`src/hdl/com_pkg.sv`:
```
`timescale 1ns / 1ps
`default_nettype none
// -----------------------------------------------------------------------------
// com_pkg
// Shared types and fixed constants of the camera occlusion monitor.
// -----------------------------------------------------------------------------
package com_pkg;

   localparam int SCORE_W    = 32;
   localparam int TS_W       = 48;
   localparam int FC_W       = 32;
   localparam int RUN_W      = 16;
   localparam int LOW_W      = 40;
   localparam int SIGMA_W    = 12;
   localparam int ROOT_W     = 32;
   localparam int PROD_W     = SIGMA_W + ROOT_W;
   localparam int DIVISOR_W  = 11;
   localparam int CSR_IDX_W  = 3;
   localparam int CSR_DATA_W = 32;
   localparam int WINDOW_W   = 19;

   localparam logic [2:0] FIVE = 3'd5;

   typedef enum logic [CSR_IDX_W-1:0] {
      CSR_CALIB_FRAMES     = 3'd0,
      CSR_SAMPLE_SPACING   = 3'd1,
      CSR_NORMAL_RUN_LIMIT = 3'd2,
      CSR_OCCL_RUN_LIMIT   = 3'd3,
      CSR_RECALIB_INTERVAL = 3'd4,
      CSR_INITIAL_LOW      = 3'd5,
      CSR_SIGMA            = 3'd6
   } csr_index_type;

   typedef enum logic [3:0] {
      S_IDLE,
      S_LOAD,
      S_MOD,
      S_SUM,
      S_MEAN,
      S_VAR,
      S_VDIV,
      S_SQRT,
      S_BOUND,
      S_UPDATE,
      S_OUT
   } state_type;

endpackage
`default_nettype wire

```
`src/hdl/com_sqrt.sv`:
```
`timescale 1ns / 1ps
`default_nettype none
// -----------------------------------------------------------------------------
// com_sqrt
// Serial floor square root of a 64-bit value, one root bit per cycle.
// -----------------------------------------------------------------------------
module com_sqrt
   import com_pkg::*;
(
   input  wire logic                clock,
   input  wire logic                reset,
   input  wire logic                start,
   input  wire logic [2*ROOT_W-1:0] radicand,
   output logic                     done,
   output logic      [ROOT_W-1:0]   root
);
   localparam int CW = $clog2(ROOT_W + 1);

   logic [2*ROOT_W-1:0] x_ff, x_in;
   logic [ROOT_W+1:0]   rem_ff, rem_in;
   logic [ROOT_W-1:0]   root_ff, root_in;
   logic [CW-1:0]       cnt_ff, cnt_in;
   logic                busy_ff, busy_in, done_ff, done_in;
   logic [ROOT_W+3:0]   r, trial;

   always_comb begin
      x_in    = x_ff;
      rem_in  = rem_ff;
      root_in = root_ff;
      cnt_in  = cnt_ff;
      busy_in = busy_ff;
      done_in = 1'b0;
      r       = {rem_ff, x_ff[2*ROOT_W-1 -: 2]};
      trial   = {2'b00, root_ff, 2'b01};
      if (start) begin
         x_in    = radicand;
         rem_in  = '0;
         root_in = '0;
         cnt_in  = CW'(ROOT_W);
         busy_in = 1'b1;
      end else if (busy_ff) begin
         if (r >= trial) begin
            rem_in  = (ROOT_W+2)'(r - trial);
            root_in = {root_ff[ROOT_W-2:0], 1'b1};
         end else begin
            rem_in  = r[ROOT_W+1:0];
            root_in = {root_ff[ROOT_W-2:0], 1'b0};
         end
         x_in   = {x_ff[2*ROOT_W-3:0], 2'b00};
         cnt_in = cnt_ff - CW'(1);
         if (cnt_ff == CW'(1)) begin
            busy_in = 1'b0;
            done_in = 1'b1;
         end
      end
   end

   always_ff @(posedge clock) begin
      if (reset) begin
         busy_ff <= 1'b0;
         done_ff <= 1'b0;
         cnt_ff  <= '0;
      end else begin
         busy_ff <= busy_in;
         done_ff <= done_in;
         cnt_ff  <= cnt_in;
      end
      x_ff    <= x_in;
      rem_ff  <= rem_in;
      root_ff <= root_in;
   end

   assign done = done_ff;
   assign root = root_ff;

endmodule
`default_nettype wire

```
`config.mk`:
```
export PLATFORM = sky130hd
export DESIGN_NAME = com_sqrt
export DESIGN_NICKNAME = d
export VERILOG_FILES = /design/src/hdl/com_pkg.sv /design/src/hdl/com_sqrt.sv
export SDC_FILE = /design/constraint.sdc
export NUM_CORES = 1
export LEC_CHECK = 0
export BUFFER_PORTS_ARGS = -buffer_cell sky130_fd_sc_hd__buf_2
export CORE_MARGIN = 2
export CORE_UTILIZATION = 39
export DETAILED_ROUTE_END_ITERATION = 7
export SLEW_MARGIN = 20
export SYNTH_ARGS = -nofsm -noshare
export SYNTH_HDL_FRONTEND = slang
export SYNTH_SLANG_ARGS = --single-unit
```
`constraint.sdc`:
```
create_clock -name clock -period 5.22 [get_ports clock]
set_input_delay 1.305 -clock clock [delete_from_list [all_inputs] [get_ports clock]]
set_output_delay 1.305 -clock clock [all_outputs]
set_load 0.05 [all_outputs]
```
==> reports/metrics.cfg <==
[sta]
finalHoldViolCount = 0
period_share_pct = 66.7
setup_slack_ns = 1.74
fin_setup_tns_ns = 0
drv_slew = 0
period_minus_slack_ns = 3.48
setup_violations = 0
fin_worst_skew_ns = 0.0110
rsz0062_at_grt = false
max_freq_ghz = 0.287
slew_headroom_pct = 30.9
worstMarginPinSlew_ns = 1.03

[yosys]
synth_edf_count = 64
synth_nets = 868
ys_warn_count = 0
synth_flop_cell = dfxtp_1
syn_area_per_cell_sq_um = 10.0
async_reset_ff_share_pct = 0
syn-cell-area_sq_um = 7690
synth_cells = 765
synth_seq_cells = 138
yosysSeqAreaShare_pct = 44.3
synth.distinct_cells = 61

[clock_network]
cts_root_buf = clkbuf_16
clock_sinks = 138
cts_resized = 0
htree_levels = 4
cts_tree = yes
clkTransAtPathRegs_ns = 0.07
clk_latency_ns = 0.43
clockBufferDepth = 2
postCtsSetupBuffers = 0
hold_buffers = 0
cts_made_buffers = 17

[die]
die_w_um = 144
pin_count = 100
start_util_pct = 39.6
rows = 51
die_h_um = 144
core_area_sq_um = 19400
dieArea_sq_um = 20800

[worst_setup_path]
crit_arrival_ns = 3.81
crit_fanout = 14
crit_path_end_kind = flip-flop
criticalPathCategory = flip-flop to flip-flop
required_ns = 5.55
start_kind = flip-flop

[global_routing]
grt_pass1_vias = 5872
grt_max_degree = 77
antenna_found_initial = 2
grt_first_pass_wirelength_um = 29600
grt.total_usage_pct = 18.1
grt_overflow = 0

[final_layout]
area_growth_pct = 16.5
nNetsFinal = 946
layout-drive-gt1-share_pct = 25.4
fin_cells = 1122
fillers = 1882

[power]
internal_power_mw = 2.92
clkPwrFrac_pct = 24.3
leakagePower_nw = 3.56
powerDensity_nw_per_um2 = 569
p_switching_mw = 2.17
ir_worst_vdd_mv = 0.306
seqPwrFrac_pct = 27.3
comb_power_share_pct = 48.5
swShare_pct = 42.6

[status]
status = completed

[drt]
route.detailed.drc = 0
vias_per_cell = 5.27
first_pass_iters = 6
first_iter_violations = 436
wirelength_um = 18100
wl_per_cell_um = 16.1
postRouteAntennaNets = 0
vias = 5918

[place]
pre_cts_ws_ns = 1.71
post-place-cells = 1089
place_congestion = 0.854
numPortBuffers = 99
dp_hpwl_um = 12300

[run]
cap_violations = 0

[hold_path]
hold_class = flip-flop to flip-flop

==> flip-flops by register name, summed over array words and instances (netlist names) <==
signal / cells
busy_ff: 1
cnt_ff: 6
done: 1
rem_ff: 34
root: 32
x_ff: 64
==> area by class of cell <==
cell class                 count  area [sq um]  share of cell area [%]
inverter                      49           184                    2.05
clock inverter                15           168                    1.87
sequential                   138          3410                    38.1
multi-input combinational    533          3900                    43.5
clock buffer                  17           425                    4.75
antenna                        1          2.50                  0.0280
tap                          265           332                    3.70
timing repair buffer         104           536                    5.98
==> through the flow <==
stage	util [%]	hold slack (ns)	instance area [sq um]	total power, mW
2_1_floorplan	-	0.442	7690	3.35
3_3_place_gp	43.1	0.477	8360	3.85
3_5_place_dp	43.1	0.479	8360	3.83
4_1_cts	46.1	0.490	8950	5.10
5_1_grt	46.1	0.531	8950	5.42
6_report	46.1	0.488	8950	5.09
==> cells in the final DEF (no fill, tap or decap), types with 5 or more instances in the layout <==
cell / netlist / final
nand3_1: 26 / 26
dfxtp_1: 74 / 73
inv_1: 49 / 48
o311ai_1: 5 / 5
mux2i_1: 33 / 33
o211ai_1: 8 / 8
nand4_1: 12 / 12
inv_8: 0 / 8
buf_4: 0 / 6
buf_2: 6 / 98
nand2_1: 39 / 39
a21oi_1: 39 / 39
xnor2_1: 23 / 23
xor2_1: 8 / 8
a211oi_1: 7 / 7
ha_1: 36 / 36
mux2_2: 62 / 62
o21ai_0: 35 / 35
a311oi_1: 17 / 17
clkbuf_16: 0 / 17
edfxtp_1: 64 / 64
or3_1: 5 / 5
nor2_1: 79 / 79
a21o_1: 9 / 9
nor3_1: 13 / 12
==> cell usage after synthesis, types with 3 or more instances <==
cell / number / area share (%)
a211o_1: 3 / 0.34
a211oi_1: 7 / 0.68
a21o_1: 9 / 0.88
a21oi_1: 39 / 2.5
a311oi_1: 17 / 1.9
a31oi_1: 4 / 0.33
a41oi_1: 3 / 0.34
and2_1: 4 / 0.33
and3_1: 3 / 0.24
buf_1: 7 / 0.34
buf_2: 6 / 0.39
clkbuf_1: 29 / 1.4
dfxtp_1: 74 / 19
edfxtp_1: 64 / 25
ha_1: 36 / 5.9
inv_1: 49 / 2.4
mux2_2: 62 / 9.1
mux2i_1: 33 / 4.3
nand2_1: 39 / 1.9
nand3_1: 26 / 1.7
nand4_1: 12 / 0.98
nor2_1: 79 / 3.9
nor2b_1: 4 / 0.33
nor3_1: 13 / 0.85
nor4_1: 4 / 0.33
o211a_1: 4 / 0.52
o211ai_1: 8 / 0.78
o21a_1: 4 / 0.39
o21ai_0: 35 / 2.3
o21ai_1: 3 / 0.20
o21bai_1: 3 / 0.29
o221ai_1: 3 / 0.34
o22ai_1: 3 / 0.24
o311ai_1: 5 / 0.57
or2_2: 3 / 0.24
or3_1: 5 / 0.41
xnor2_1: 23 / 2.6
xor2_1: 8 / 0.91
==> kinds of logic after synthesis <==
family / after synthesis / share of synthesized area [%]
AOI/OAI and AO/OA: 171 / 15.9
xor gates and xnor gates: 31 / 3.53
adders and majority gates: 36 / 5.86
buffers and inverters: 94 / 5.08
DFF: 138 / 44.3
muxes: 95 / 13.4
and+or+nand+nor: 200 / 11.9
==> worst max-delay path, cell delays in order, from the launching register on <==
cell and delay (ns):
dfxtp_1 0.38, inv_1 0.06, ha_1 0.44, nand2_1 0.11, o21a_4 0.23, o221ai_2 0.18
a2111oi_2 0.09, o31ai_2 0.40, a311oi_4 0.18, a21oi_2 0.55, buf_4 0.33, nor4_1 0.08
a2111oi_2 0.35
==> routing by layer <==
metal  vias to the layer above  track usage, %  part of all wire (%)
li1                       2971               -                     -
met1                      2761            23.9                    46
met2                       150            27.4                    45
met3                        34            5.46                   6.5
met4                         2            7.72                   2.3
met5                         -               0                 0.072
==> power by group through the flow <==
stage	Sequential, mW	Combinational, mW	Clock [mW]
2_1_floorplan	1.38	1.96	0
3_3_place_gp	1.41	2.43	0
3_5_place_dp	1.41	2.43	0
4_1_cts	1.39	2.44	1.26
5_1_grt	1.40	2.72	1.30
6_report	1.39	2.47	1.24
==> final timing paths <==
| check | startpoint | endpoint | slack (ns) | cells after the start |
|---|---|---|---|---|
| max reg2reg | root[17] | rem_ff[5] | 1.74 | 12 |
| min | cnt_ff[0] | cnt_ff[0] | 0.49 | 2 |
| min reg2reg | cnt_ff[0] | cnt_ff[0] | 0.49 | 2 |
| max | root[17] | rem_ff[5] | 1.74 | 12 |
Power figures use the tool's default switching activity.
