File: config.mk
export PLATFORM = sky130hd
export DESIGN_NAME = com_ram
export DESIGN_NICKNAME = d
export VERILOG_FILES = /design/src/hdl/com_ram.sv
export SDC_FILE = /design/constraint.sdc
export NUM_CORES = 1
export LEC_CHECK = 0
export BUFFER_PORTS_ARGS = -buffer_cell sky130_fd_sc_hd__buf_4
export CAP_MARGIN = 20
export CORE_ASPECT_RATIO = 0.8
export CORE_MARGIN = 2
export CORE_UTILIZATION = 30
export CTS_CLUSTER_DIAMETER = 80
export DETAILED_ROUTE_END_ITERATION = 8
export SLEW_MARGIN = 20
export SYNTH_ARGS = -nofsm -noshare
export SYNTH_HDL_FRONTEND = slang
export SYNTH_SLANG_ARGS = --single-unit
File: constraint.sdc
create_clock -name clock -period 9.3 [get_ports clock]
set_input_delay 0.465 -clock clock [delete_from_list [all_inputs] [get_ports clock]]
set_output_delay 0.465 -clock clock [all_outputs]
set_load 0.01 [all_outputs]
File: src/hdl/com_ram.sv
`timescale 1ns / 1ps
`default_nettype none
// -----------------------------------------------------------------------------
// com_ram
// Generic simple dual-port RAM: one write port, one read port, registered read.
// -----------------------------------------------------------------------------
module com_ram #(
   parameter int WIDTH = 32,
   parameter int DEPTH = 16
) (
   input  wire logic                                        clock,
   input  wire logic                                        we,
   input  wire logic [((DEPTH > 1) ? $clog2(DEPTH) : 1)-1:0] waddr,
   input  wire logic [WIDTH-1:0]                            wdata,
   input  wire logic [((DEPTH > 1) ? $clog2(DEPTH) : 1)-1:0] raddr,
   output logic      [WIDTH-1:0]                            rdata
);

   logic [WIDTH-1:0] mem_ff [DEPTH];

   always_ff @(posedge clock) begin
      if (we) begin
         mem_ff[waddr] <= wdata;
      end
      rdata <= mem_ff[raddr];
   end

endmodule
`default_nettype wire

==> impl_results.md, run 1 <==
- Most frequent cells in the layout: edfxtp_1, mux4_2, buf_4
- Row cnt: 84
- Total power draw: 5020 µW
- Crit-path max FO: 66
- Die ar.: a little under 70000 µm²
- H-tree depth: 2
- Worst EP arrival: between 2 and 3 ns
- Core area: 65600 µm²
- Synth Instances: about 840
- Final core utilization: 0.353
- Die W: ~290 µm
- Yosys top cell by area: edfxtp_1
- Main combinational cell family by area after synthesis: multiplexers
- Worst skew pair latency: roughly 0.56 ns
- # Post-CTS Setup Buffers: 0
- Post-CTS Resized: 0
- Setup CP Type: primary input to flip-flop
- Synth area leaders: edfxtp_1, mux4_2, dfxtp_1
- Final net count: ~980
- Clk sink count: roughly 540
- Post-CTS Hold Buffers: 0
- Synth Net Count: a little under 900
- CP Launch Type: primary input
- Clk slew on worst S/H paths: roughly 0.060 ns
- Post-DP HPWL: around 21000 µm
- Fmax: ~0.40 GHz
- Via-to-Cell Ratio: ~4.9
- Number of global-route vias before repair: around 9300
- Fraction of layout cells with a size suffix above 1: 0.318
- Area Overhead vs Synth: 16.7%
- R2R Path Start: mem_ff[3][8]
- Post-DRT Antenna Nets: 0
- Num CTS Buffers: 49
- Cells on worst reg2reg path: 3
- Max-Cap Viols: 0
- Syn Area/Cell: about 24 µm²
- Hold_ws: ~0.19 ns
- Fin. Hold Viols: 0
- HP Class: primary input to flip-flop
- Ant diodes: 0
- Top Ports: 74
- Seq/Total Area, Yosys: 0.807
- Residual DRC: 0
- Routed via count: between 8000 and 9000
- Synthesis Warnings: 0
- Slew Viols, Final: 0
- Critical path origin: raddr[1]
- Worst-margin pin slew: around 1.0 ns
- Design area: 23200 µm²
- Post-route setup TNS: 0 ns
- GRT Residual Overflow: 0
- Initial drt markers: 891
- Port Buffer Count: between 70 and 80
- Final clock period utilization by the worst path: 0.270
- TritonCTS clock tree: built
- Die height: approximately 230 µm
- Routed length per instance: 23.9 µm
- Slew HR: 0.307
- Worst IR Drop VDD: between 0.0001 and 0.00015 V
- Clock Skew: between 0.015 and 0.02 ns
- Worst Setup EP: rdata[8]
- Fill count: approximately 6000
- Crit Reg-Reg Endpoint: rdata[8]
- TritonRoute pass-1 iters: 7
- WP data required: just under 10 ns
- Post-layout min period: 2.51 ns
- Final RePlAce weighted congestion: between 0.6 and 0.7
- Largest net degree at the start of global routing: between 60 and 70
- Placement Cell Area: ~22000 µm²
- Cell area after synthesis: a little under 20000 µm²
- Final setup vio count: 0
- Yosys cell types: 18
- Leakage power: roughly 0.0073 µW
- P per Cell Area: 217 nW/µm²
- Post-Synth Adder-Cell Area: 0
- Leading cell type in the layout, fill and taps excluded: edfxtp_1
- Total GRT Usage: 0.128
- Drt total wl: roughly 44000 µm
- Status: finished clean
- Mux share of post-synthesis cell area: 0.145
- Synth Area in XOR/XNOR: 0
- RSZ-0062 raised after global routing: false
- Synth Register Bits: around 540
- Clk buf depth: 3
- Simple-gate portion of the synthesized area: 0.0127
- First-pass GRT wire length: around 63000 µm
- Nature of the critical path endpoint: flip-flop
- Starting density of the core: 0.303
- Worst R2R Setup Slack: around 8 ns
- Hold Path Depth: 1
- Synth top area share: 0.774
- Root buf cell: clkbuf_16
- Antenna violations before repair: 3
- Compound-Gate Fraction of Synth Area: 0.0242
-- metal layers --
layer  part of all wire  wire [µm]  vias up  track usage
met5            0.00089         39        -            0
met4              0.013        561        6       0.0234
met3              0.060       2660       53       0.0245
met2               0.46      20200      244        0.197
met1               0.47      20600     4889        0.189
li1                   -          -     3781            -
-- flip-flops by register name (all words and copies together) (netlist names) --
| register | cells |
|---|---|
| mem_ff | 512 |
| rdata | 32 |
-- cells by family (layout without fill, tap and decap cells) --
group | Yosys count | after routing
AO/OA/AOI/OAI | 64 | 64
buffers and inverters | 43 | 187
flip-flops | 544 | 544
multiplexers | 128 | 128
AND/OR/NAND/NOR | 59 | 59
-- worst max-delay path, cell delays in order --
cell,delay [ns]
buf_4,0.71
buf_4,0.95
mux4_2,0.41
a22oi_1,0.24
nand2_1,0.10
-- synth_stat cells --
master,n
edfxtp_1,512
mux4_2,128
a22oi_1,64
nand2_1,33
dfxtp_1,32
clkbuf_1,17
nor2_1,13
buf_4,11
buf_1,9
buf_2,4
nor3_1,4
buf_6,2
nand2b_1,2
nand3b_1,2
nor2b_1,2
and2_1,1
nand3_1,1
or3b_2,1
-- how the worst min path moves through the flow --
stage,startpoint,to,slack (ns)
after global placement,mem_ff[6][13],rdata[13],0.65
after global routing,wdata[24],mem_ff[5][24],0.19
after CTS,wdata[14],mem_ff[1][14],0.17
final,wdata[14],mem_ff[1][14],0.19
after floorplan,wdata[0],mem_ff[0][0],0.56
after detailed placement,mem_ff[14][26],rdata[26],0.65
-- report_power, final --
part / total, µW / internal [µW] / switching, µW
clock: 2010 / 1160 / 849
sequential: 2760 / 2740 / 19.9
combinational: 253 / 110 / 143
-- metrics by stage --
step           worst slack, ns  instances
6_report                  6.79       1842
5_1_grt                   6.66       1842
4_1_cts                   6.79       1842
3_5_place_dp              6.22       1751
3_3_place_gp              6.23       1751
2_1_floorplan             5.66        838
-- area by class of cell --
| type | instances | area (µm²) | share of cell area |
|---|---|---|---|
| multi-input combinational | 251 | 3750 | 0.162 |
| clock buffer | 74 | 1410 | 0.0610 |
| clock inverter | 17 | 184 | 0.00794 |
| sequential | 544 | 16000 | 0.691 |
| tap | 860 | 1080 | 0.0465 |
| timing repair buffer | 96 | 727 | 0.0314 |
Note: power is estimated with default switching activity, not from simulation.
==> run 2, diff against run 1 <==
--- a/config.mk
+++ b/config.mk
@@ -5,6 +5,7 @@
 export SDC_FILE = /design/constraint.sdc
 export NUM_CORES = 1
 export LEC_CHECK = 0
+export ABC_AREA = 1
 export BUFFER_PORTS_ARGS = -buffer_cell sky130_fd_sc_hd__buf_4
 export CAP_MARGIN = 20
 export CORE_ASPECT_RATIO = 0.8
==> constraint.sdc (replaced) <==
create_clock -name clock -period 2.53 [get_ports clock]
set_input_delay 0.1265 -clock clock [delete_from_list [all_inputs] [get_ports clock]]
set_output_delay 0.1265 -clock clock [all_outputs]
set_load 0.01 [all_outputs]
==> run 2 against run 1 <==
Against the previous run:
- worst hold slack better by 0.027 ns
- largest power group unchanged
- combinational power grew to 5.0 times the previous value
- highest routed layer unchanged
- clock-buffer cell count down 4
==> impl_results.md, run 2 <==
- Synth Net Count: 2162 (+150%)
- GRT Residual Overflow: 0 (unchanged)
- Clk buf depth: 3 (unchanged)
- CP Launch Type: primary input
- Starting density of the core: 0.302 (-0.000553)
- Max reg flops: 512 (unchanged)
- H-tree depth: 2 (unchanged)
- Cell area after synthesis: 22700 µm² (+14%)
- Leading cell type in the layout, fill and taps excluded: nand2_1
- Hold_ws: 0.214 ns (+0.0266 ns)
- Row cnt: 90 (+7.1%)
- Num CTS Buffers: 53 (+8.2%)
- Final clock period utilization by the worst path: 0.639
- Yosys cell types: 15 (-3)
- Fill count: 7443 (+23%)
- Area Overhead vs Synth: 16.2%
- Synthesis Warnings: 0 (unchanged)
- Psw: 4240 µW (+320%)
- Synth Instances: 2120 (+150%)
- Post-layout min period: roughly 1.6 ns
- Post-DRT Antenna Nets: 0 (unchanged)
- Post-route setup TNS: 0 ns (unchanged)
- Main combinational cell family by area after synthesis: simple AND/OR/NAND/NOR gates
- Clk sink count: 544 (unchanged)
- Status: finished clean
- Largest regs: mem_ff: 512 flops, rdata: 32 flops
- Routed via count: 14500 (+62%)
- RSZ-0062 raised after global routing: false
- Synth Flop Type: edfxtp_1
- Residual DRC: 0 (unchanged)
- Die height: 250 µm (+6.9%)
- TritonCTS clock tree: built
- Post-Synth Adder-Cell Area: 0 (unchanged)
- Root buf cell: clkbuf_16
- Top Ports: 74 (unchanged)
- Fraction of layout cells with a size suffix above 1: 0.0923 (-0.225)
- Final setup vio count: 0 (unchanged)
- Slew Viols, Final: 0 (unchanged)
- Synth Register Bits: 544 (unchanged)
- Crit path max-delay family: buffers and inverters
- Post-synth top cells: nand2_1, edfxtp_1, inv_1
- Clk slew on worst S/H paths: 0.07 ns (about the same)
- Crit-path max FO: 26 (-61%)
- Seq pwr share: 0.533 (-0.017)
- Fmax: 0.618 GHz
- Antenna violations before repair: 3 (unchanged)
- P per Cell Area: 721 nW/µm² (+230%)
- Cell Chain, Critical Path: dlygate4sd3_1, buf_4, inv_2, buf_4, nand3_1, nand3_1, nand2_1
- Core area: 75200 µm² (+15%)
- First-pass GRT wire length: 85300 µm (+35%)
- Die ar.: 78000 µm² (+14%)
- Fin. Hold Viols: 0 (unchanged)
- Slew HR: 0.471 (+0.164)
- Worst skew pair latency: 0.61 ns (+0.05 ns)
- Asr flop ratio synth: 0 (unchanged)
- Logic pwr share: 0.067 (+0.017)
- Sw Ratio: 0.223 (+0.0209)
- Final RePlAce weighted congestion: 0.768 (+12%)
- Yosys top cell by area: edfxtp_1
- Via-to-Cell Ratio: 4.43 (-9.1%)
- Worst EP arrival: 2.10 ns (-0.84 ns)
- WP data required: 3.01 ns (-6.72 ns)
- CP bufs+invs: 4 (+2)
- Port Buffer Count: 73 (unchanged)
- Drt total wl: 55100 µm (+25%)
- Worst-margin pin slew: 0.794 ns (-0.246 ns)
- Top reg by flops: mem_ff
- Worst IR Drop VDD: 0.000366 V (+150%)
- Top-count cell post-synth: nand2_1
- Routed length per instance: 16.8 µm (-30%)
- Setup CP Type: primary input to flip-flop
- Cell internal pwr: 14800 µW (+270%)
- TritonRoute pass-1 iters: 5 (-2)
- Final net count: 2263 (+130%)
- Synth top area share: 0.676 (-0.0980)
- Max-Cap Viols: 0 (unchanged)
- Clock power share: 0.401 (about the same)
- Ant diodes: 0 (unchanged)
- Synth Area in XOR/XNOR: 0 (unchanged)
- Post-synth EDFFs: 512 (unchanged)
- Compound-Gate Fraction of Synth Area: 0 (-0.0242)
- Largest net degree at the start of global routing: 159 (+140%)
- Initial drt markers: 1287 (+44%)
- Crit-path max cell delay: 0.53 ns (-0.42 ns)
- Number of global-route vias before repair: 14600 (+58%)
- Total GRT Usage: 0.142 (+0.0140)
- Simple-gate portion of the synthesized area: 0.200 (+0.187)
- CP max-delay cell: dlygate4sd3_1
- Post-DP HPWL: 30500 µm (+47%)
- Seq/Total Area, Yosys: 0.705 (-0.102)
- Leakage power: 0.0110 µW (+52%)
- Mux share of post-synthesis cell area: 0 (-0.145)
- Most frequent cells in the layout: nand2_1, edfxtp_1, inv_1
- Syn Area/Cell: 10.7 µm² (-55%)
- Nature of the critical path endpoint: flip-flop
- Die W: 312 µm (+6.9%)
- Clock Skew: 0.0183 ns (+0.00258 ns)
- HP Class: primary input to flip-flop
- Synth area leaders: edfxtp_1, nand2_1, nand3_1
- # Post-CTS Setup Buffers: 0 (unchanged)
[run 2: what timing repair did]
item	4_1_cts	5_1_grt
hold buffers	33	0
setup endpoints to repair	0	0
gates resized for setup	0	0
endpoints found under the hold margin	515	0
[run 2: kinds of logic (layout without fill, tap and decap cells)]
family / Yosys count / count (layout)
and+or+nand+nor: 1081 / 1081
DFF: 544 / 544
buffers and inverters: 495 / 640
[run 2: final cells by class]
type / count / area (µm²) / area share
repair buffers: 151 / 1330 / 0.0505
flip-flops and latches: 544 / 16000 / 0.606
well taps: 1012 / 1270 / 0.0480
multi-input cells: 1081 / 4670 / 0.177
clock buffers: 70 / 1410 / 0.0534
clock inverters: 29 / 244 / 0.00924
inverters: 390 / 1470 / 0.0557
[run 2: path summary, 6_finish.rpt]
kind,slack (ns),to,cells after the start,from
setup / recovery,0.91,rdata[0],7,raddr[2]
hold reg to reg,0.65,rdata[5],6,mem_ff[10][5]
hold / removal,0.21,rdata[9],7,raddr[0]
setup reg to reg,1.45,rdata[19],6,mem_ff[5][19]
[run 2: worst min-delay path, stage by stage]
cell and delay, ns:
buf_6 0.11, inv_6 0.14, nand2_1 0.11, nand3_1 0.06
nand3_1 0.07, nand3_1 0.07, nand2_1 0.07
[run 2: power groups by stage]
stage / logic (µW) / clock network [µW] / registers, µW
global placement: 1210 / 0 / 10300
finish: 1270 / 7630 / 10100
CTS: 1280 / 7780 / 10200
detailed placement: 1230 / 0 / 10300
floorplan: 687 / 0 / 10300
global route: 1420 / 8150 / 10200
[run 2: per-layer routing]
layer	global-route usage	part of all wire
met1	0.192	0.44
met2	0.235	0.47
met3	0.0266	0.072
met4	0.0327	0.019
met5	0	0.00082
[run 2: through the flow]
| stage | util | total power (µW) | cell area [µm²] | std cells | worst slack (ns) |
|---|---|---|---|---|---|
| 2_1_floorplan | - | 11000 | 22700 | 2120 | 0.411 |
| 3_3_place_gp | 0.325 | 11500 | 24400 | 3145 | 0.841 |
| 3_5_place_dp | 0.325 | 11600 | 24400 | 3145 | 0.823 |
| 4_1_cts | 0.351 | 19200 | 26400 | 3277 | 0.987 |
| 5_1_grt | 0.351 | 19700 | 26400 | 3277 | 0.838 |
| 6_report | 0.351 | 19000 | 26400 | 3277 | 0.913 |
==> run 3, diff against run 2 <==
==> constraint.sdc (replaced) <==
create_clock -name clock -period 1.6 [get_ports clock]
set_input_delay 0.08 -clock clock [delete_from_list [all_inputs] [get_ports clock]]
set_output_delay 0.08 -clock clock [all_outputs]
set_load 0.01 [all_outputs]
==> run 3 against run 2 <==
Against the previous run:
- total power is 62% higher
- wire length grew 2.6%
- largest cell class unchanged
- clock power rose by 66%
- critical path type unchanged
- clock skew grew 0.00058 ns
- die area unchanged
- non-clock buffer count increased by 11
- clock-buffer cell count down 8
- register-to-register slack worse by 0.93 ns
==> impl_results.md, run 3 (synthesized netlist as in run 2, its figures left out) <==
- Total GRT Usage: 0.145 (+0.00325)
- Final setup vio count: 0 (unchanged)
- TritonCTS clock tree: built
- CP Launch Type: primary input
- First-pass GRT wire length: 87600 µm (+2.7%)
- Crit-path max cell delay: 0.54 ns (about the same)
- Met3 WL: 3220 µm (-19%)
- Routed via count: 14800 (+2.0%)
- Total power draw: 30800 µW (+62%)
- Worst EP arrival: 1.76 ns (-0.34 ns)
- Hold Path Depth: 8 (+1)
- Logic pwr share: 0.069 (+0.002)
- Root buf cell: clkbuf_16
- Top reg by flops: mem_ff
- Worst R2R Setup Slack: 0.52 ns (-0.93 ns)
- Seq pwr share: 0.520 (-0.013)
- Max-Cap Viols: 0 (unchanged)
- Die W: 312 µm (unchanged)
- Cell internal pwr: 24000 µW (+62%)
- Largest regs: mem_ff: 512 flops, rdata: 32 flops
- Met2 wire length: 26500 µm (+2.8%)
- Placed insts: 3156 (+0.35%)
- Clock power share: 0.411 (+0.010)
- Layout Cells excl Fill: 3282 (+0.15%)
- Status: finished clean
- Leading cell type in the layout, fill and taps excluded: nand2_1
- Wl on met1: 25200 µm (+3.9%)
- Clk buf depth: 3 (unchanged)
- Starting density of the core: 0.302 (unchanged)
- Most frequent cells in the layout: nand2_1, edfxtp_1, inv_1
- Number of global-route vias before repair: 14900 (+2.2%)
- Drt total wl: 56600 µm (+2.6%)
- Num CTS Buffers: 50 (-5.7%)
- Fill count: 7440 (-0.040%)
- Post-DRT Antenna Nets: 0 (unchanged)
- Psw: 6840 µW (+61%)
- # Post-CTS Setup Buffers: 0 (unchanged)
- Final net count: 2271 (+0.35%)
- Clock Skew: 0.0189 ns (+0.000582 ns)
- Max reg flops: 512 (unchanged)
- Core area: 75200 µm² (unchanged)
- Min-Delay Startpoint: raddr[0]
- P per Cell Area: 1150 nW/µm² (+59%)
- RSZ-0062 raised after global routing: false
- Worst-margin pin slew: 0.611 ns (-0.183 ns)
- Clk slew on worst S/H paths: 0.06 ns (about the same)
- Area Overhead vs Synth: 18.2%
- CP most frequent cell: nand3_1
- Row cnt: 90 (unchanged)
- Clk sink count: 544 (unchanged)
- CP max-delay cell: dlygate4sd3_1
- Top Ports: 74 (unchanged)
- Leakage power: 0.0112 µW (+1.6%)
- Fin. Hold Viols: 0 (unchanged)
- Cell Chain, Critical Path: dlygate4sd3_1, buf_4, inv_4, buf_12, nand3_1, nand3_1, nand3_1, nand2_1
- Worst skew pair latency: 0.58 ns (-0.03 ns)
- Final RePlAce weighted congestion: 0.806 (+5.0%)
- Nature of the critical path endpoint: flip-flop
- Routed length per instance: 17.2 µm (+2.5%)
- TritonRoute pass-1 iters: 5 (unchanged)
- Cells on worst reg2reg path: 6 (unchanged)
- Crit Reg-Reg Endpoint: rdata[22]
- Worst IR Drop VDD: 0.000708 V (+93%)
- Die height: 250 µm (unchanged)
- Final clock period utilization by the worst path: 0.778
- Post-layout min period: approximately 1.2 ns
- Initial drt markers: 1369 (+6.4%)
- Fmax: between 0.8 and 0.9 GHz
- H-tree depth: 2 (unchanged)
- Antenna violations before repair: 0 (-3)
- WP data required: 2.12 ns (-0.89 ns)
- Port Buffer Count: 73 (unchanged)
- Fraction of layout cells with a size suffix above 1: 0.101 (+0.00861)
- Die ar.: 78000 µm² (unchanged)
- Crit-path max FO: 52 (+100%)
- Post-CTS Resized: 0 (unchanged)
- Slew Viols, Final: 0 (unchanged)
- GRT Residual Overflow: 0 (unchanged)
- Hold Crit Endpoint: rdata[11]
- Slew HR: 0.593 (+0.122)
- Highest Signal Layer: met4
- HP Class: primary input to flip-flop
- R2R Path Start: mem_ff[15][22]
- Largest net degree at the start of global routing: 88 (-45%)
- Sw Ratio: 0.222 (-0.000476)
- Post-DP HPWL: 33300 µm (+9.2%)
- Residual DRC: 0 (unchanged)
- Ant diodes: 0 (unchanged)
- Via-to-Cell Ratio: 4.51 (+1.9%)
- Setup CP Type: primary input to flip-flop
==> run 3: changes by cell type in the layout (fill, tap and decap cells not counted), sizes merged <==
cell,change
clkbuf,-8
clkinvlp,+1
bufinv,+4
buf,+11
clkinv,-3
==> run 3: area by class of cell <==
cell class	count	area, µm²	area share
clock buffer	62	1360	0.0505
clock inverter	31	364	0.0136
sequential	544	16000	0.596
inverter	390	1470	0.0548
timing repair buffer	162	1730	0.0643
multi-input combinational	1081	4670	0.174
tap	1012	1270	0.0471
==> run 3: power groups by stage <==
stage | registers, µW | logic [µW] | clock network [µW]
floorplan | 16400 | 1090 | 0
global placement | 16300 | 2040 | 0
detailed placement | 16300 | 2060 | 0
CTS | 16000 | 2150 | 12900
global route | 16100 | 2350 | 13500
finish | 16000 | 2120 | 12700
==> run 3: worst max path at each step <==
stage	from	endpoint	depth (start not counted)
final	raddr[1]	rdata[22]	8
after CTS	rdata[24]	rdata[24]	1
after global routing	raddr[1]	rdata[31]	8
after detailed placement	waddr[2]	mem_ff[3][28]	5
after floorplan	waddr[2]	mem_ff[10][0]	2
after global placement	waddr[2]	mem_ff[2][31]	5
==> run 3: timing repair <==
item	4_1_cts	5_1_grt
hold endpoints to repair	513	0
hold buffers	33	0
endpoints found under the setup margin	0	0
==> run 3: worst max-delay path, delay by kind of cell <==
| family | cells | cell delay (ns) |
|---|---|---|
| buffers and inverters | 4 | 1.10 |
| and+or+nand+nor | 4 | 0.52 |
==> run 3: layer usage <==
metal,GRT usage,vias to the layer above
met4,0.0444,0
met5,0,-
met2,0.237,458
li1,-,7060
met1,0.198,7198
met3,0.0229,99
==> run 3: metrics by stage <==
step                hold WS (ns)   util  setup TNS, ns  area, µm²  setup WS [ns]
floorplan                  0.179      -        -151.15      22700         -0.473
global placement           0.393  0.330              0      24800          0.130
detailed placement         0.403  0.330              0      24800          0.121
CTS                       0.0502  0.357              0      26900          0.350
global route              0.0732  0.357              0      26900          0.302
finish                    0.0731  0.357              0      26900          0.356
