**src/hdl/com_div.sv**
```systemverilog
`timescale 1ns / 1ps
`default_nettype none
// -----------------------------------------------------------------------------
// com_div
// Serial restoring divider, one quotient bit per cycle.
// -----------------------------------------------------------------------------
module com_div #(
   parameter int DV_W = 71,
   parameter int DS_W = 11
) (
   input  wire logic            clock,
   input  wire logic            reset,
   input  wire logic            start,
   input  wire logic [DV_W-1:0] dividend,
   input  wire logic [DS_W-1:0] divisor,
   output logic                 busy,
   output logic                 done,
   output logic      [DV_W-1:0] quotient,
   output logic      [DS_W-1:0] remainder
);
   localparam int CW = $clog2(DV_W + 1);

   logic [DV_W-1:0] quo_ff, quo_in;
   logic [DS_W-1:0] rem_ff, rem_in, div_ff, div_in;
   logic [CW-1:0]   cnt_ff, cnt_in;
   logic            busy_ff, busy_in, done_ff, done_in;
   logic [DS_W:0]   trial;

   always_comb begin
      quo_in  = quo_ff;
      rem_in  = rem_ff;
      div_in  = div_ff;
      cnt_in  = cnt_ff;
      busy_in = busy_ff;
      done_in = 1'b0;
      trial   = {rem_ff, quo_ff[DV_W-1]};
      if (start) begin
         quo_in  = dividend;
         rem_in  = '0;
         div_in  = divisor;
         cnt_in  = CW'(DV_W);
         busy_in = 1'b1;
      end else if (busy_ff) begin
         if (trial >= {1'b0, div_ff}) begin
            rem_in = DS_W'(trial - {1'b0, div_ff});
            quo_in = {quo_ff[DV_W-2:0], 1'b1};
         end else begin
            rem_in = trial[DS_W-1:0];
            quo_in = {quo_ff[DV_W-2:0], 1'b0};
         end
         cnt_in = cnt_ff - CW'(1);
         if (cnt_ff == CW'(1)) begin
            busy_in = 1'b0;
            done_in = 1'b1;
         end
      end
   end

   always_ff @(posedge clock) begin
      if (reset) begin
         busy_ff <= 1'b0;
         done_ff <= 1'b0;
         cnt_ff  <= '0;
      end else begin
         busy_ff <= busy_in;
         done_ff <= done_in;
         cnt_ff  <= cnt_in;
      end
      quo_ff <= quo_in;
      rem_ff <= rem_in;
      div_ff <= div_in;
   end

   assign busy      = busy_ff;
   assign done      = done_ff;
   assign quotient  = quo_ff;
   assign remainder = rem_ff;

endmodule
`default_nettype wire

```
**config.mk**
```make
export PLATFORM = sky130hd
export DESIGN_NAME = com_div
export DESIGN_NICKNAME = d
export VERILOG_FILES = /design/src/hdl/com_div.sv
export SDC_FILE = /design/constraint.sdc
export NUM_CORES = 1
export LEC_CHECK = 0
export BUFFER_PORTS_ARGS = -buffer_cell sky130_fd_sc_hd__buf_2
export CELL_PAD_IN_SITES_DETAIL_PLACEMENT = 0
export CELL_PAD_IN_SITES_GLOBAL_PLACEMENT = 1
export CORE_MARGIN = 10
export CORE_UTILIZATION = 42
export CTS_CLUSTER_SIZE = 40
export DETAILED_ROUTE_END_ITERATION = 6
export PLACE_DENSITY = 0.89
export SYNTH_ARGS = -nofsm -noshare
export SYNTH_HDL_FRONTEND = slang
export SYNTH_SLANG_ARGS = --single-unit
export TNS_END_PERCENT = 1
```
**constraint.sdc**
```tcl
create_clock -name clock -period 3.63 [get_ports clock]
set_input_delay 0.363 -clock clock [delete_from_list [all_inputs] [get_ports clock]]
set_output_delay 0.363 -clock clock [all_outputs]
set_load 0.05 [all_outputs]
```
==> metrics, run 1 <==
fill count=974; share of Yosys cell area claimed by the top area cell type=0.511; Initial Util=0.425; EDFF count, synth=82; multiplexer share of the synthesized area=0.184; die area=16100 sq um; count of final max-slew check failures=0; Ys Warns=0; most common cell after layout, fill and taps aside=buf_2; crit path from=quotient[70]; final core occ=0.543; CP Launch Type=flip-flop; Placement Rows=39; port bufs=168; largest cells by area after synthesis=edfxtp_1 51%, mux2_2 17%, dfxtp_1 8.3%, ha_1 3.4%, nor2_1 2.3%; Max Cap Viol=0; Vias=3364; vias in the first global route=3656; commonest cells after routing, fill and taps aside=167 x buf_2, 82 x edfxtp_1, 71 x mux2_2; Finish-stage setup viols=0; ys async rst share=0; Final Hold Vio Count=0; drt total wl=11800 um; xor and xnor area share after synthesis=0.0200; initial DRC count=160; clock sinks=102; Min Clock Period, post-route=2.59 ns; Netlist cell types=49; Die Height=127 um; largest family of logic cells by synthesized area=multiplexers; share of cells above drive strength 1=0.517; CP arrival=2.85 ns; Post-Syn Area per Cell=13.9 sq um; largest net degree at the start of global routing=49; Pre-antenna DRT Iters=4; cts bufs inserted=9; CTS tree=yes; DRC viols=0; worst-margin pin slew=0.805 ns; post-synthesis compound-gate area fraction=0.0587; Power Density=564 nW/um^2; Synth Area in Adders=0.0379; final worst slack=1.04 ns; net count after synthesis=446; register area share after synthesis=0.594; initial antenna violation count=4; fraction of the mapped netlist area in simple logic gates=0.0769; final period utilization=0.713; hold buffers post-CTS=0; post-CTS setup buffers=0; Critical R2R Launch=quotient[70]; Worst slew margin=0.463; synthesis-to-finish area growth=27.6%; Routed wire per std cell=17.7 um; Die Wd=127 um; leakage power=2.59 nW; Top FF cell, synth=edfxtp_1; CP Class=reg2reg; Fmax=386 MHz; Hold Startpoint=divisor[1]; Post-layout nets=612; RSZ-0062 raised after global routing=no; Syn Inst Count=347; CTS resizes=0; dpl hpwl=8850 um; cell taking the most area after synthesis=edfxtp_1; CTS H-tree lvls=3; placed standard-cell area=5800 sq um; Overflow after GRT=0; worst endpoint required time=3.90 ns; Worst VDD drop=334 uV; Place WS=1.06 ns; clk_lat worst skew=0.34 ns; cell area after synthesis=4820 sq um; Max Root-Sink Buffers=2; Tot GR Track Use=0.142; synthesis-stage register bit count=102; outcome=complete, no violations; final instance area=6140 sq um; Core Region=11300 sq um; non-filler cells, final=663; Worst Hold Class=in2reg; clk slew on worst S/H paths=0.07 ns; DRT antenna net count=0; gpl congestion=0.779; setup_tns=0 ns; Worst Skew=0.00732 ns; CP Max Fanout=14; Inst Count DP=645; I/O Pins=169; CP Capture Type=flip-flop; drt via density=5.07; first-pass GRT wire length=18400 um; clock root buffer master=clkbuf_16
==> worst max-delay path, cell delays in order, from the launching register on <==
cell and delay [ns]:
edfxtp_1 0.34, inv_1 0.06, ha_1 0.21, fa_1 0.43, nor2b_4 0.13, o31a_1 0.22
o21ai_4 0.12, o21ai_4 0.44, mux2_4 0.35, a211oi_2 0.20
==> state kept, by name, indices dropped and copies added (netlist names) <==
| register | cells |
|---|---|
| div_ff | 11 |
| quotient | 71 |
| remainder | 11 |
| cnt_ff | 7 |
| done | 1 |
| busy | 1 |
==> synth_stat cells, types with 2 or more instances <==
master and count:
o21ai_4 2, o21ai_0 5, a211oi_1 7, inv_1 14
xor2_1 3, o21ai_1 3, buf_1 3, o31a_1 2
o211ai_1 3, nand2b_1 4, nor4b_1 2, dfxtp_1 20
nand3_1 2, nor4bb_1 2, buf_6 2, nand2_1 10
o21a_1 2, xnor2_1 8, clkbuf_1 11, or3_1 2
mux2_2 71, nor3_1 5, a21oi_1 7, a311oi_1 2
edfxtp_1 82, mux2i_1 7, nor2_1 30, ha_1 13
o22ai_1 2, nor4_2 2
==> layer usage <==
layer	wire, um	vias to the layer above	GRT usage
li1	-	1630	-
met1	4620	1603	0.150
met2	5630	108	0.234
met3	1290	19	0.0765
met4	189	4	0.0509
met5	23	-	0
==> cell type report <==
| cell class | count | area [sq um] | area share |
|---|---|---|---|
| flip-flops and latches | 102 | 2860 | 0.466 |
| multi-input cells | 213 | 1820 | 0.296 |
| repair buffers | 172 | 886 | 0.144 |
| clock buffers | 11 | 233 | 0.0379 |
| well taps | 143 | 179 | 0.0291 |
| clock inverters | 5 | 106 | 0.0173 |
| inverters | 15 | 56.3 | 0.00916 |
| diodes | 2 | 5.00 | 0.000814 |
==> report_power, final <==
| part | internal [mW] | total [mW] | switching (mW) | leakage (nW) |
|---|---|---|---|---|
| clock | 0.677 | 1.11 | 0.428 | 0.160 |
| combinational | 0.284 | 0.891 | 0.607 | 1.44 |
| sequential | 1.41 | 1.47 | 0.0654 | 0.986 |
| total | 2.37 | 3.47 | 1.10 | 2.59 |
==> worst paths after layout <==
kind	end	slack [ns]	cells past startpoint
min reg2reg	remainder[4]	0.52	2
max	remainder[0]	1.04	9
min	div_ff[1]	0.19	1
max reg2reg	remainder[0]	1.04	9
==> logic make-up (layout without fill, tap and decap cells) <==
logic type,Yosys count,in the layout
flops,102,102
mux,79,79
xor+xnor,11,11
other cells,0,2
simple gates,70,70
fa+ha+maj,14,14
buf+inv,32,203
compound gates,39,39
==> metrics by stage <==
| step | hold WS, ns | total power [mW] |
|---|---|---|
| floorplan | 0.462 | 2.17 |
| global route | 0.185 | 3.61 |
| finish | 0.191 | 3.47 |
| CTS | 0.181 | 3.51 |
| global placement | 0.503 | 2.38 |
| detailed placement | 0.509 | 2.39 |
(Power assumes the default switching activity.)
==> run 2, diff against run 1 <==
--- a/config.mk
+++ b/config.mk
@@ -5,14 +5,15 @@
 export SDC_FILE = /design/constraint.sdc
 export NUM_CORES = 1
 export LEC_CHECK = 0
+export ABC_AREA = 1
 export BUFFER_PORTS_ARGS = -buffer_cell sky130_fd_sc_hd__buf_2
 export CELL_PAD_IN_SITES_DETAIL_PLACEMENT = 0
 export CELL_PAD_IN_SITES_GLOBAL_PLACEMENT = 1
 export CORE_MARGIN = 10
-export CORE_UTILIZATION = 42
+export CORE_UTILIZATION = 37
 export CTS_CLUSTER_SIZE = 40
 export DETAILED_ROUTE_END_ITERATION = 6
-export PLACE_DENSITY = 0.89
+export PLACE_DENSITY = 0.85
 export SYNTH_ARGS = -nofsm -noshare
 export SYNTH_HDL_FRONTEND = slang
 export SYNTH_SLANG_ARGS = --single-unit
==> constraint.sdc (replaced) <==
create_clock -name clock -period 2.5 [get_ports clock]
set_input_delay 0.25 -clock clock [delete_from_list [all_inputs] [get_ports clock]]
set_output_delay 0.25 -clock clock [all_outputs]
set_load 0.05 [all_outputs]
==> run 2 against run 1 <==
Against the previous run:
- synthesized cell count up 68%
- register-to-register slack lost 0.56 ns
- utilization decreased by 6.4 points
- wire length up 22%
- combinational power grew 12%
- critical endpoint is now remainder[10]
- first-iteration DRC count increased by 82%
- clock-buffer cell count is 2 lower
==> metrics, run 2 <==
fill count=1301 (+34%); share of cells above drive strength 1=0.286 (-0.231); drt via density=4.67 (-8.0%); Pre-antenna DRT Iters=5 (+1); CTS H-tree lvls=3 (unchanged); Comb pwr share=0.220 (-0.037); hold buffers post-CTS=0 (unchanged); Final Hold Vio Count=0 (unchanged); Max Cap Viol=0 (unchanged); CP arrival=2.27 ns (-0.58 ns); Power Density=710 nW/um^2 (+26%); leakage power=3.27 nW (+27%); commonest cells after routing, fill and taps aside=284 x nand2_1, 168 x buf_2, 82 x edfxtp_1; Tot GR Track Use=0.155 (+0.0132); worst-margin pin slew=0.927 ns (+0.122 ns); outcome=complete, no violations; CP Max Fanout=12 (-2); CTS tree=yes; Worst Hold Class=in2reg; largest net degree at the start of global routing=79 (+61%); hold slack=0.0707 ns (-0.121 ns); Inst Count DP=911 (+41%); Syn Inst Count=583 (+68%); DRC viols=0 (unchanged); cell taking the most area after synthesis=edfxtp_1; switching power=1.48 mW (+35%); Ys Warns=0 (unchanged); CP Capture Type=flip-flop; Worst slew margin=0.380 (-0.0835); Placement Rows=42 (+7.7%); largest cells by area after synthesis=edfxtp_1 49%, nand2_1 21%, dfxtp_1 7.9%, inv_1 4.3%, ha_1 3.2%; register area share after synthesis=0.566 (-0.0287); Vias=4336 (+29%); Die Height=137 um (+7.8%); drt total wl=14300 um (+22%); vias in the first global route=4396 (+20%); Place WS=0.479 ns (-0.581 ns); Fmax=495 MHz (+28%); cts bufs inserted=9 (unchanged); CTS resizes=0 (unchanged); net count after synthesis=682 (+53%); Core Region=13300 sq um (+17%); ys async rst share=0 (unchanged); clk_lat worst skew=0.35 ns (about the same); largest family of logic cells by synthesized area=simple AND/OR/NAND/NOR gates; post-synthesis compound-gate area fraction=0.0183 (-0.0404); I/O Pins=169 (unchanged); clock sinks=102 (unchanged); Worst Skew=0.00568 ns (-0.00163 ns); post-CTS setup buffers=0 (unchanged); dpl hpwl=10700 um (+21%); non-filler cells, final=929 (+40%); clock root buffer master=clkbuf_16; synthesis-stage register bit count=102 (unchanged); Min Clock Period, post-route=2.02 ns (-0.567 ns); Worst VDD drop=425 uV (+28%); multiplexer share of the synthesized area=0 (-0.184); total power=4.52 mW (+30%); port bufs=168 (unchanged); Routed wire per std cell=15.4 um (-13%); r2r setup slk=0.48 ns (-0.56 ns); final worst slack=0.479 ns (-0.563 ns); synthesis-to-finish area growth=25.9%; Largest register FFs=71 (unchanged); Post-synth top cells=284 x nand2_1, 82 x edfxtp_1, 58 x inv_1, 25 x nand3_1, 20 x dfxtp_1; EDFF count, synth=82 (unchanged); share of Yosys cell area claimed by the top area cell type=0.487 (-0.0247); first-pass GRT wire length=22900 um (+24%); final period utilization=0.808 (+0.0955); Post-layout nets=845 (+38%); initial DRC count=291 (+82%); CP Launch Type=flip-flop; cell area after synthesis=5060 sq um (+5.1%); worst endpoint required time=2.75 ns (-1.15 ns); Top FF cell, synth=edfxtp_1; clk slew on worst S/H paths=0.07 ns (about the same); Max Root-Sink Buffers=2 (unchanged); Internal=3.04 mW (+28%); die area=18800 sq um (+16%); Die Wd=137 um (+7.8%); RSZ-0062 raised after global routing=no; xor and xnor area share after synthesis=0.00519 (-0.0148); sw frac=0.328 (+0.0105); fraction of the mapped netlist area in simple logic gates=0.306 (+0.229); Netlist cell types=32 (-35%); share of power burned in registers=0.465 (+0.041); most common cell after layout, fill and taps aside=nand2_1; Initial Util=0.381 (-0.0448); Clock Power Share=0.314 (-0.005); DRT antenna net count=0 (unchanged); Overflow after GRT=0 (unchanged); Finish-stage setup viols=0 (unchanged); initial antenna violation count=5 (+1); CP Class=reg2reg; gpl congestion=0.881 (+13%); setup_tns=0 ns (unchanged); count of final max-slew check failures=0 (unchanged); Post-Syn Area per Cell=8.68 sq um (-37%); Synth Area in Adders=0.0361 (-0.00183); top-count cell post-synth=nand2_1
## run 2: layout make-up
cell class | count | area (sq um) | share of cell area
Multi-Input combinational cell | 399 | 1850 | 0.290
Antenna cell | 2 | 5.00 | 0.000786
Tap cell | 176 | 220 | 0.0346
Clock inverter | 7 | 71.3 | 0.0112
Inverter | 61 | 233 | 0.0365
Timing Repair Buffer | 173 | 903 | 0.142
Sequential cell | 102 | 2860 | 0.450
Clock buffer | 9 | 225 | 0.0354
## run 2: stage by stage
step                       util  cell area [sq um]
after floorplan               -               5060
after global placement    0.456               6070
after detailed placement  0.456               6070
after CTS                 0.479               6360
after global routing      0.479               6370
final                     0.479               6370
## run 2: power groups by stage
stage | sequential (mW) | combinational [mW] | clock [mW]
5_1_grt | 2.12 | 1.08 | 1.53
6_report | 2.10 | 0.996 | 1.42
3_3_place_gp | 2.13 | 1.00 | 0
3_5_place_dp | 2.14 | 1.01 | 0
2_1_floorplan | 2.57 | 0.277 | 0
4_1_cts | 2.11 | 1.01 | 1.46
## run 2: path summary, 6_finish.rpt
check                     from             to  depth (start not counted)
setup reg to reg  quotient[70]  remainder[10]                         11
hold reg to reg      cnt_ff[5]      cnt_ff[5]                          2
setup / recovery  quotient[70]  remainder[10]                         11
hold / removal      divisor[2]      div_ff[2]                          1
## run 2: cells by family (layout without fill, tap and decap cells)
family | Yosys count | in the layout
simple gates | 366 | 366
flops | 102 | 102
buf+inv | 82 | 250
compound gates | 16 | 16
fa+ha+maj | 14 | 14
xor+xnor | 3 | 3
other cells | 0 | 2
## run 2: worst max-delay path, stage by stage (launching register included)
cell and delay (ns):
edfxtp_1 0.35, inv_1 0.06, ha_1 0.22, fa_1 0.40, inv_1 0.09, nand3_1 0.07, nand3_1 0.16, nand2_2 0.11
nand4_4 0.20, nand3_1 0.12, nand3_1 0.09, nand2_1 0.05
## run 2: layer usage
metal	global-route usage	up-vias	wire (um)
met5	0	-	41
met4	0.0544	6	265
met3	0.0924	26	1800
met2	0.237	158	6560
met1	0.176	1952	5680
li1	-	2194	-
==> run 3, diff against run 2 <==
--- a/config.mk
+++ b/config.mk
@@ -10,10 +10,10 @@
 export CELL_PAD_IN_SITES_DETAIL_PLACEMENT = 0
 export CELL_PAD_IN_SITES_GLOBAL_PLACEMENT = 1
 export CORE_MARGIN = 10
-export CORE_UTILIZATION = 37
+export CORE_UTILIZATION = 33
 export CTS_CLUSTER_SIZE = 40
 export DETAILED_ROUTE_END_ITERATION = 6
-export PLACE_DENSITY = 0.85
+export PLACE_DENSITY = 0.81
 export SYNTH_ARGS = -nofsm -noshare
 export SYNTH_HDL_FRONTEND = slang
 export SYNTH_SLANG_ARGS = --single-unit
==> constraint.sdc (replaced) <==
create_clock -name clock -period 1.7 [get_ports clock]
set_input_delay 0.17 -clock clock [delete_from_list [all_inputs] [get_ports clock]]
set_output_delay 0.17 -clock clock [all_outputs]
set_load 0.05 [all_outputs]
==> run 3 against run 2 <==
Against the previous run:
- the flow now finishes with violations (setup timing)
- global-route usage is 1.0 points lower
- via count is 1.9% higher
- flip-flop and latch count stayed put
- clock power is 46% higher
- fmax is 13% higher
- final cell count is 6.5% higher
- sequential power is 47% higher
- worst hold slack worse by 0.045 ns
- combinational power is 58% higher
- clock skew is 0.0054 ns higher
==> metrics, run 3 (synthesized netlist as in run 2, its figures left out) <==
outcome=finished with violations; failing checks=setup timing; CP Capture Type=flip-flop; R2R depth=11 (unchanged); first-pass GRT wire length=23400 um (+2.4%); Initial Util=0.335 (-0.0453); hold depth=2 (+1); Inst Count DP=958 (+5.2%); Largest register FFs=71 (unchanged); Core Region=15100 sq um (+13%); Final Hold Vio Count=0 (unchanged); Critical R2R Launch=div_ff[0]; clk slew on worst S/H paths=0.07 ns (about the same); worst-margin pin slew=0.549 ns (-0.377 ns); CTS H-tree lvls=3 (unchanged); die area=20700 sq um (+10%); Vias=4419 (+1.9%); commonest cells after routing, fill and taps aside=283 x nand2_1, 167 x buf_2, 82 x edfxtp_1; CP Class=reg2reg; Max Root-Sink Buffers=2 (unchanged); cts bufs inserted=9 (unchanged); total power=6.73 mW (+49%); most common cell after layout, fill and taps aside=nand2_1; vias in the first global route=4496 (+2.3%); initial antenna violation count=6 (+1); CTS tree=yes; Die Wd=144 um (+5.0%); Die Height=144 um (+5.0%); I/O Pins=169 (unchanged); Hold Startpoint=reset; CP Launch Type=flip-flop; clock root buffer master=clkbuf_16; clock sinks=102 (unchanged); Fmax=561 MHz (+13%); Worst VDD drop=492 uV (+16%); Worst slew margin=0.634 (+0.254); synthesis-to-finish area growth=35.4%; DRC viols=0 (unchanged); count of final max-slew check failures=0 (unchanged); Placement Rows=45 (+7.1%); Finish-stage setup viols=11 (+11); RSZ-0062 raised after global routing=yes; share of cells above drive strength 1=0.331 (+0.0450); Worst Skew=0.0111 ns (+0.00539 ns); Post-layout nets=894 (+5.8%); non-filler cells, final=989 (+6.5%); drt total wl=14900 um (+3.7%); dpl hpwl=11000 um (+3.3%); crit path from=div_ff[0]; gpl congestion=0.849 (-3.6%); Overflow after GRT=0 (unchanged); leakage power=3.53 nW (+7.7%); setup_tns=-0.699 ns (-0.699 ns); largest net degree at the start of global routing=74 (-6.3%); Min Clock Period, post-route=1.78 ns (-0.239 ns); CP arrival=2.03 ns (-0.24 ns); final worst slack=-0.0812 ns (-0.561 ns); port bufs=168 (unchanged); worst endpoint required time=1.95 ns (-0.80 ns); Power Density=983 nW/um^2 (+38%); Max Cap Viol=0 (unchanged); Pre-antenna DRT Iters=4 (-1); CP Max Fanout=8 (-4); Routed wire per std cell=15.0 um (-2.6%); DRT antenna net count=0 (unchanged); initial DRC count=204 (-30%); Tot GR Track Use=0.145 (-0.0101); final period utilization=1.05 (+0.240); Worst Hold Class=in2reg; clk_lat worst skew=0.36 ns (about the same); drt via density=4.47 (-4.3%)
run 3: metal layers:
layer / part of all wire / track usage / up-vias / wire length [um]
met5: 0.0034 / 0 / - / 50
met1: 0.42 / 0.170 / 1956 / 6300
met4: 0.014 / 0.0532 / 8 / 203
met2: 0.45 / 0.220 / 133 / 6690
li1: - / - / 2303 / -
met3: 0.11 / 0.0759 / 19 / 1630
run 3: final timing paths:
kind | to | slack (ns)
setup / recovery | remainder[7] | -0.08
hold / removal | busy | 0.03
setup reg to reg | remainder[7] | -0.08
hold reg to reg | cnt_ff[5] | 0.47
run 3: layout make-up:
class,count,area (sq um)
Fill cell,1514,8240
Sequential cell,102,2870
Multi-Input combinational cell,399,1900
Timing Repair Buffer,222,1320
Tap cell,188,235
Inverter,61,233
Clock buffer,9,225
Clock inverter,7,66.3
Antenna cell,1,2.50
run 3: critical path, cell delays in order, from the launching register on:
cell and delay [ns]:
edfxtp_1 0.42, ha_4 0.18, fa_2 0.34, inv_2 0.08, nand3_2 0.06, nand3_2 0.08
nand2_2 0.08, nand4_4 0.14, buf_12 0.14, nand3_2 0.06, nand3_2 0.07, nand2_2 0.04
run 3: where the power goes:
| group | switching, mW | internal [mW] | total (mW) |
|---|---|---|---|
| sequential | 0.123 | 2.97 | 3.09 |
| clock | 1.04 | 1.03 | 2.08 |
| combinational | 1.14 | 0.431 | 1.57 |
run 3: per-stage QoR:
step	util	hold WS [ns]	instance area, sq um	worst slack, ns
finish	0.454	0.0260	6850	-0.0812
global route	0.454	0.0221	6850	-0.199
CTS	0.452	0.0142	6820	-0.0894
detailed placement	0.424	0.348	6390	-0.138
global placement	0.424	0.348	6390	-0.0851
floorplan	-	0.229	5090	-0.396
run 3: timing repair:
item | in CTS | in global routing
pin swaps | 0 | 0
hold endpoints to repair | 10 | 0
hold buffers | 10 | 0
gates cloned | 0 | 0
resized for setup | 5 | 3
setup buffers | 2 | 2
setup endpoints to repair | 12 | 12
